===== config.mk =====
export PLATFORM = sky130hd
export DESIGN_NAME = sia_ram
export DESIGN_NICKNAME = d
export VERILOG_FILES = /design/src/sia_ram.sv
export SDC_FILE = /design/constraint.sdc
export NUM_CORES = 2
export LEC_CHECK = 0
export BUFFER_PORTS_ARGS = -buffer_cell sky130_fd_sc_hd__buf_2
export CAP_MARGIN = 20
export CORE_MARGIN = 3
export CORE_UTILIZATION = 55
export CTS_CLUSTER_DIAMETER = 80
export DETAILED_ROUTE_END_ITERATION = 7
export GPL_ROUTABILITY_DRIVEN = 0
export PLACE_DENSITY = 0.71
export SYNTH_ARGS = -nofsm -noshare
export SYNTH_HDL_FRONTEND = slang
export SYNTH_SLANG_ARGS = --single-unit
export TNS_END_PERCENT = 10

===== constraint.sdc =====
create_clock -name clk -period 3.2 [get_ports clk]
set_input_delay 0.96 -clock clk [delete_from_list [all_inputs] [get_ports clk]]
set_output_delay 0.96 -clock clk [all_outputs]
set_load 0.02 [all_outputs]

===== src/sia_ram.sv =====
`default_nettype none

module sia_ram #(
  parameter int W     = 8,
  parameter int DEPTH = 256
) (
  input  wire logic                     clk,
  input  wire logic                     we,
  input  wire logic [$clog2(DEPTH)-1:0] waddr,
  input  wire logic [W-1:0]             wdata,
  input  wire logic [$clog2(DEPTH)-1:0] raddr,
  output      logic [W-1:0]             rdata
);

  logic [W-1:0] mem [DEPTH];

  // Write one word, read one word with registered data
  always_ff @(posedge clk) begin
    if (we) begin
      mem[waddr] <= wdata;
    end
    rdata <= mem[raddr];
  end

endmodule

`default_nettype wire


==> impl_metrics.tcl <==
set metrics [dict create \
    combPwrFrac_pct 5.5 \
    dp.final_hpwl_um 128000 \
    mostFrequentLayoutCell "sky130_fd_sc_hd__edfxtp_1" \
    class_of_the_tightest_hold_or_removal_check "in2reg" \
    number_of_nets_produced_by_synthesis 3759 \
    grt_start_max_net_pins 107 \
    leading_register_cell_type_out_of_synthesis "sky130_fd_sc_hd__edfxtp_1" \
    cellInternalPower_uw 44100 \
    clock_tree.htree_level_count 4 \
    cts.clk_slew.worst_paths_ns 0.06 \
    worst_setup_path_end_kind "flop" \
    area_delta_synth_final_pct 17.2 \
    sequential_cell_area_fraction_in_the_yosys_report_pct 77.5 \
    switching_share_pct 21.1 \
    cts-root-buf "sky130_fd_sc_hd__clkbuf_16" \
    placement_rows 138 \
    setup-tns-final_ns 0 \
    tritoncts_buffers 198 \
    kind_of_critical_path "in2reg" \
    switchingPower_uw 11800 \
    final_net_count 4410 \
    drc_errors 0 \
    ys_warn_count 0 \
    tritoncts "done" \
    vdd.ir_drop.worst_mv 0.528 \
    final.setup.worst_slack_ns 0.118 \
    hp-start "wdata[7]" \
    post_drt_wl_per_cell_um 30.9 \
    drtAntennaViolNets 0 \
    grtUsageMet1_pct 38.4 \
    floorplan.die.width_um 386 \
    grt_setup_unrepaired "false" \
    dieArea_um2 149000 \
    layout_common_cells "2048 x sky130_fd_sc_hd__edfxtp_1, 569 x sky130_fd_sc_hd__buf_4, 454 x sky130_fd_sc_hd__mux4_2" \
    maxSlewHeadroom_pct 48.0 \
    place.port_buffers 33 \
    layout_worst_path_cycle_share_pct 96.3 \
    fmax_mhz 324 \
    gr-max-usage-layer "met2" \
    cts_hold_buf 0 \
    fp.dieH_um 386 \
    groute.layer.met2.usage_pct 42.8 \
    syn-mean-instance-area_um2 21.3 \
    crit_arrival_ns 3.75 \
    router_iterations_before_antenna_repair 6 \
    post-synth-top-area-cell "sky130_fd_sc_hd__edfxtp_1" \
    timing_worst_slew_pin_value_ns 0.781 \
    global_route.usage.met3_pct 6.45 \
    grt_pass1_vias 41900 \
    seqPwrFrac_pct 53.2 \
    wire_length_of_the_first_global_routing_pass_um 291000 \
    timing.critical_path.required_ns 3.87 \
    detail_route.iter0.violations 5338 \
    asyncSetResetFlopFracSynth_pct 0 \
    track_usage_pct 27.2 \
    yosys_register_bits 2056 \
    netlist_top_cells_area "sky130_fd_sc_hd__edfxtp_1 77%, sky130_fd_sc_hd__mux4_2 13%, sky130_fd_sc_hd__mux2i_1 1.7%, sky130_fd_sc_hd__nor2_1 1.3%, sky130_fd_sc_hd__a22oi_1 1.3%" \
    finalWorstPathRequiredPeriod_ns 3.08 \
    coreArea_um2 143000 \
    power.density_nw_per_um2 600 \
    clock-skew-final_ns 0.0361 \
    drv_cap 0 \
    globalRoute.totalOverflow 0 \
    final_layout_size_suffix_gt1_share_pct 31.6 \
    number_of_antenna_violations_at_the_first_check_in_global_routing 10 \
    synth_edf_count 2048 \
    clock-sinks 2056 \
    synth_area_um2 79600 \
    setup.worst_path.start_class "primary input" \
    regToRegStartpoint "mem[68][2]$_DFFE_PP_" \
    clock_power_share_pct 41.3 \
    synth_cell_types 55 \
    dp_worst_setup_slack_ns -1.02 \
    timing.final.max_slew_violations 0 \
    total_leakage_power_uw 0.0303 \
    post_detailed_routing_wire_length_um 199000 \
    worst-path-max-fanout 16 \
    via_per_inst 6.42 \
    clock_buffer_depth 3 \
    crit_start "raddr[0]" \
    floorplan.initialDensity_pct 55.8 \
    setup_violations 0 \
    synth_top_area_share_pct 77.3 \
    final-hold-violation-count 0 \
    routed-via-count 41400 \
    ioPinCount 34 \
    number_of_instances_in_the_synthesized_netlist 3733 \
    clock_insertion_delay_worst_skew_ns 0.82 \
    outcome "finished clean" \
]
## final timing paths
kind,to,cells past startpoint,slack (ns)
worst max-delay path,rdata[2]$_DFF_P_,11,0.12
worst min-delay path,mem[44][7]$_DFFE_PP_,1,0.50
worst max register to register,rdata[2]$_DFF_P_,6,0.61
worst min register to register,rdata[6]$_DFF_P_,6,1.01
## cells by family after synthesis
| family | synth area share, % |
|---|---|
| and+or+nand+nor | 2.63 |
| DFF | 77.5 |
| muxes | 14.6 |
| buffers and inverters | 1.83 |
| AOI/OAI and AO/OA | 3.42 |
## power by group through the flow
stage	clock network [uW]	registers, uW	logic, uW
after floorplan	0	30300	1440
after global placement	0	30300	3010
after detailed placement	0	30300	3050
after CTS	23400	29700	3070
after global routing	24400	29700	3230
final	23100	29700	3080
## area by class of cell
cell class	count	area, um^2
clock inverters	131	1250
inverters	2	7.51
fillers	9154	49400
clock buffers	242	5230
multi-input cells	1442	16500
well taps	1890	2360
diodes	6	15.0
flip-flops and latches	2056	61700
repair buffers	684	6190
## cell usage after synthesis (24+ instances only)
cell,number
sky130_fd_sc_hd__a21oi_1,96
sky130_fd_sc_hd__a22oi_1,133
sky130_fd_sc_hd__buf_2,31
sky130_fd_sc_hd__buf_4,27
sky130_fd_sc_hd__clkbuf_1,111
sky130_fd_sc_hd__edfxtp_1,2048
sky130_fd_sc_hd__mux2i_1,134
sky130_fd_sc_hd__mux4_2,454
sky130_fd_sc_hd__nand2_1,33
sky130_fd_sc_hd__nand3_1,34
sky130_fd_sc_hd__nor2_1,282
sky130_fd_sc_hd__nor2b_1,31
sky130_fd_sc_hd__nor4_1,24
sky130_fd_sc_hd__o221ai_1,46
sky130_fd_sc_hd__o22ai_1,28
## metrics by stage
step                power [uW]  std cells  hold slack, ns  util [%]  area (um^2)
floorplan                31700       3733           0.770         -        79600
global placement         33300       6074           0.973      60.8        86700
detailed placement       33400       6074           0.973      60.8        86700
CTS                      56200       6447           0.444      65.3        93200
global route             57400       6448           0.465      65.4        93200
finish                   55900       6453           0.499      65.4        93200
## sequential cells by signal (all words and copies together) (netlist names)
signal	cells
mem	2048
rdata	8
## metal layers
metal / vias up / routed length, um
li1: 17000 / -
met1: 21600 / 75000
met2: 2455 / 96000
met3: 351 / 21800
met4: 4 / 6250
met5: - / 23
## worst max-delay path, stage by stage
cell	delay (ns)
sky130_fd_sc_hd__buf_8	0.26
sky130_fd_sc_hd__buf_12	0.20
sky130_fd_sc_hd__buf_12	0.16
sky130_fd_sc_hd__buf_12	0.13
sky130_fd_sc_hd__mux4_2	0.47
sky130_fd_sc_hd__nor2b_1	0.14
sky130_fd_sc_hd__a211oi_1	0.50
sky130_fd_sc_hd__nor2_1	0.18
sky130_fd_sc_hd__nor4_2	0.47
sky130_fd_sc_hd__buf_4	0.20
sky130_fd_sc_hd__nor4_2	0.04
## timing repair
item / 4_1_cts / 5_1_grt
setup buffers: 0 / 0
pin swaps: 0 / 0
endpoints found under the setup margin: 1 / 2
gates resized for setup: 1 / 2
Power figures use the tool's default switching activity.
