$ cat src/sia_pkg.sv
`default_nettype none

package sia_pkg;

  // Field widths
  localparam int ID_W      = 8;
  localparam int ACT_W     = 3;
  localparam int STATUS_W  = 2;
  localparam int CNT_W     = 9;
  localparam int TIME_W    = 32;
  localparam int TIMEOUT_W = 16;

  // Defaults
  localparam int                   DEF_NUM_IDS   = 256;
  localparam logic [TIMEOUT_W-1:0] TIMEOUT_RESET = 16'd60;

  // Action codes
  localparam logic [ACT_W-1:0] ACT_ALLOC  = 3'd0;
  localparam logic [ACT_W-1:0] ACT_ALIVE  = 3'd1;
  localparam logic [ACT_W-1:0] ACT_REMOVE = 3'd2;
  localparam logic [ACT_W-1:0] ACT_AUTH   = 3'd3;
  localparam logic [ACT_W-1:0] ACT_QUERY  = 3'd4;
  localparam logic [ACT_W-1:0] ACT_TICK   = 3'd5;
  localparam logic [ACT_W-1:0] ACT_SCAN   = 3'd6;

  // Status codes
  localparam logic [STATUS_W-1:0] ST_OK     = 2'd0;
  localparam logic [STATUS_W-1:0] ST_FULL   = 2'd1;
  localparam logic [STATUS_W-1:0] ST_ABSENT = 2'd2;

  // Test applied to one table entry by the shared evaluation unit
  typedef enum logic [2:0] {
    K_FREE,
    K_RECYCLE,
    K_SCAN,
    K_ALIVE,
    K_REMOVE,
    K_SETAUTH,
    K_QUERY
  } op_kind_t;

  // One table entry as stored in the RAM
  typedef struct packed {
    logic              in_use;
    logic              auth;
    logic              tracked;
    logic [TIME_W-1:0] last_seen;
  } entry_t;

  // Outcome of one entry test
  typedef struct packed {
    logic   hit;
    entry_t upd;
  } eval_t;

endpackage

`default_nettype wire

$ cat src/sia_eval.sv
`default_nettype none

module sia_eval
  import sia_pkg::*;
(
  input  wire op_kind_t               kind,
  input  wire entry_t                 ent,
  input  wire logic [TIME_W-1:0]      now,
  input  wire logic [TIMEOUT_W-1:0]   timeout,
  output      eval_t                  res
);

  logic [TIME_W-1:0] idle;
  logic              expired;

  // Idle time modulo 2^32, strictly over the timeout
  assign idle    = now - ent.last_seen;
  assign expired = idle > TIME_W'(timeout);

  // Test the entry and build its updated value
  always_comb begin
    res.hit = 1'b0;
    res.upd = ent;
    case (kind)
      K_FREE: begin
        res.hit         = !ent.in_use;
        res.upd.in_use  = 1'b1;
        res.upd.auth    = 1'b0;
        res.upd.tracked = 1'b0;
      end
      K_RECYCLE: begin
        res.hit         = !ent.auth;
        res.upd.in_use  = 1'b1;
        res.upd.auth    = 1'b0;
        res.upd.tracked = 1'b0;
      end
      K_SCAN: begin
        res.hit         = ent.tracked && expired;
        res.upd.in_use  = 1'b0;
        res.upd.auth    = 1'b0;
        res.upd.tracked = 1'b0;
      end
      K_ALIVE: begin
        res.hit           = ent.in_use;
        res.upd.tracked   = 1'b1;
        res.upd.last_seen = now;
      end
      K_REMOVE: begin
        res.hit         = ent.in_use;
        res.upd.in_use  = 1'b0;
        res.upd.auth    = 1'b0;
        res.upd.tracked = 1'b0;
      end
      K_SETAUTH: begin
        res.hit      = ent.in_use;
        res.upd.auth = 1'b1;
      end
      K_QUERY: begin
        res.hit = ent.in_use;
      end
      default: begin
        res.hit = 1'b0;
      end
    endcase
  end

endmodule

`default_nettype wire

$ cat config.mk
export PLATFORM = sky130hd
export DESIGN_NAME = sia_eval
export DESIGN_NICKNAME = d
export VERILOG_FILES = /design/src/sia_pkg.sv /design/src/sia_eval.sv
export SDC_FILE = /design/constraint.sdc
export NUM_CORES = 1
export LEC_CHECK = 0
export BUFFER_PORTS_ARGS = -buffer_cell sky130_fd_sc_hd__buf_2
export CORE_MARGIN = 2
export CORE_UTILIZATION = 35
export DETAILED_ROUTE_END_ITERATION = 12
export GPL_ROUTABILITY_DRIVEN = 0
export SYNTH_ARGS = -nofsm -noshare
export SYNTH_HDL_FRONTEND = slang
export SYNTH_SLANG_ARGS = --single-unit
export TNS_END_PERCENT = 30
$ cat constraint.sdc
create_clock -name vclk -period 6.4
set_clock_uncertainty 0.15 [all_clocks]
set_input_delay 0.64 -clock vclk [all_inputs]
set_output_delay 0.64 -clock vclk [all_outputs]
set_load 0.01 [all_outputs]
==> results.cfg <==
[die]
rows = 34
die_x_um = 97.8
ios = 122
core_area_um2 = 8640
die-area_um2 = 9570
die-height_um = 97.8
initial_core_util_pct = 35.7

[power]
p_per_area_nw_per_um2 = 95.2
vdd_drop_max_uv = 36.6
sequentialPowerShare_pct = 0
p_switching_mw = 0.197
switching_share_pct = 55.2
p_comb_share_pct = 100.0
pwr-share-clk_pct = 0
intPower_mw = 0.160
p_leak_nw = 1.93

[logic_synthesis]
synth_most_common_cell = inv_1
syn_inst = 443
synth_nets = 577
ys_top_cells_by_area = ha_1, mux2_2, inv_1
yosys_warnings = 0
ys_top_cells_by_count = inv_1, ha_1, a21oi_1, nand2_1, mux2_2
synth.cell_area_um2 = 3080
ys_types = 62
postSynthAreaPerCell_um2 = 6.96
yosys.area.top_type_share_pct = 19.1
yosys.area.top_type = ha_1
synth_seq_area_share_pct = 0

[setup_path]
crit_required_ns = 5.61
critPathKind = input port to primary output
crit_fanout = 5
cp-start-kind = input port
crit_arrival_ns = 4.94
setup.worst_path.end_class = primary output

[clock_network]
postCtsSetupBuffers = 0
ctsHoldBuffers = 0
cts_resized = 0

[cells_and_area]
drive_above_1_share_pct = 31.2
area_growth_pct = 21.6
clkbuf_count = 0
finalInstanceArea_um2 = 3750
register_area_um2 = 0
nFlopsAndLatches = 0
instances_no_fill = 653
diodes = 0
final_nets = 681

[global_route]
grt_pass1_vias = 3263
grt_usage_pct = 16.8
antenna_found_initial = 0
grt_max_degree = 35
grt_pass1_wl_mm = 14.4
grt.overflow.total = 0

[sta]
hold_slack_ns = 1.45
tightestPinTransition_ns = 0.825
fmax_mhz = 175
relSlewSlack_pct = 45.0
final.min_clock_period_ns = 5.73
hold_viol = 0
setup_viol = 0
drv_slew = 0
fin_setup_tns_ns = 0
setup_slack_ns = 0.671
period_share_pct = 89.5
rsz0062_at_grt = false

[placement]
io_buffer_count = 122
placed_area_um2 = 3750
dp_hpwl_mm = 7.16
place_inst = 653
pre_cts_slack_ns = 0.716

[routing]
wl_mm = 8.42
postRouteAntennaNets = 0
vias_per_cell = 5.46
firstDrtPassIters = 4
vias = 3563
drc_errors = 0
drt-initial-drc-count = 146
wl_per_cell_um = 12.9

[status]
status = finished clean

[hold_path]
hold_class = input port to primary output

[run]
cap_violations = 0
layer usage:
| metal | wire (um) | global-route usage [%] |
|---|---|---|
| met1 | 4020 | 23.2 |
| met2 | 3910 | 29.6 |
| met3 | 422 | 1.22 |
| met4 | 69 | 1.50 |
| met5 | 0 | 0 |
logic make-up (layout without fill, tap and decap cells):
logic type                 after synthesis  after routing  share of synthesized area (%)
buffers and inverters                   72            174                           9.14
AOI/OAI and AO/OA                      142            142                           32.2
muxes                                   36             36                           13.0
adders and majority gates               48             48                           19.7
xor gates and xnor gates                18             18                           5.12
and+or+nand+nor                        127            127                           20.7
placed cells by master (no fill, tap or decap), drive strengths merged, types with 5 or more instances in the layout:
cell / Yosys / final
o21ai: 24 / 24
nor3: 9 / 9
inv: 52 / 52
xor2: 5 / 5
o211ai: 8 / 8
nand2: 37 / 37
a211oi: 12 / 12
nor2b: 5 / 5
nand4: 7 / 7
a21oi: 39 / 39
a21o: 13 / 13
ha: 47 / 47
xnor2: 13 / 13
o21a: 7 / 7
mux2: 33 / 33
nor2: 27 / 27
buf: 4 / 122
and2: 8 / 8
nand3: 10 / 10
final timing paths:
path,startpoint,endpoint,slack (ns),cells after the start
worst min-delay path,ent[0],res[0],1.45,4
worst max-delay path,ent[3],res[35],0.67,20
critical path: stages:
cell and delay (ns):
buf_2 0.08, inv_1 0.03, ha_1 0.35, a21o_1 0.20
a21oi_1 0.18, nand2_1 0.19, a211oi_1 0.35, o21ai_0 0.20
a21o_1 0.21, a21oi_1 0.18, xnor2_1 0.10, ha_1 0.31
nand4_1 0.17, or4_1 0.43, a21oi_1 0.16, o211ai_1 0.12
or4_1 0.41, nor4b_1 0.31, a31oi_1 0.15, buf_2 0.16
per-stage QoR:
step	power (mW)	utilization, %
floorplan	0.255	-
global placement	0.347	43.4
detailed placement	0.352	43.4
CTS	0.355	43.4
global route	0.402	43.4
finish	0.356	43.4
layout make-up:
cell class,instances,area [um^2]
Multi-Input combinational cell,371,2810
Fill cell,944,4890
Tap cell,108,135
Timing Repair Buffer,122,611
Inverter,52,195
power groups by stage:
| stage | Combinational, mW | Sequential, mW | Clock, mW |
|---|---|---|---|
| floorplan | 0.255 | 0 | 0 |
| global placement | 0.347 | 0 | 0 |
| detailed placement | 0.352 | 0 | 0 |
| CTS | 0.355 | 0 | 0 |
| global route | 0.402 | 0 | 0 |
| finish | 0.356 | 0 | 0 |
(Power assumes the default switching activity.)
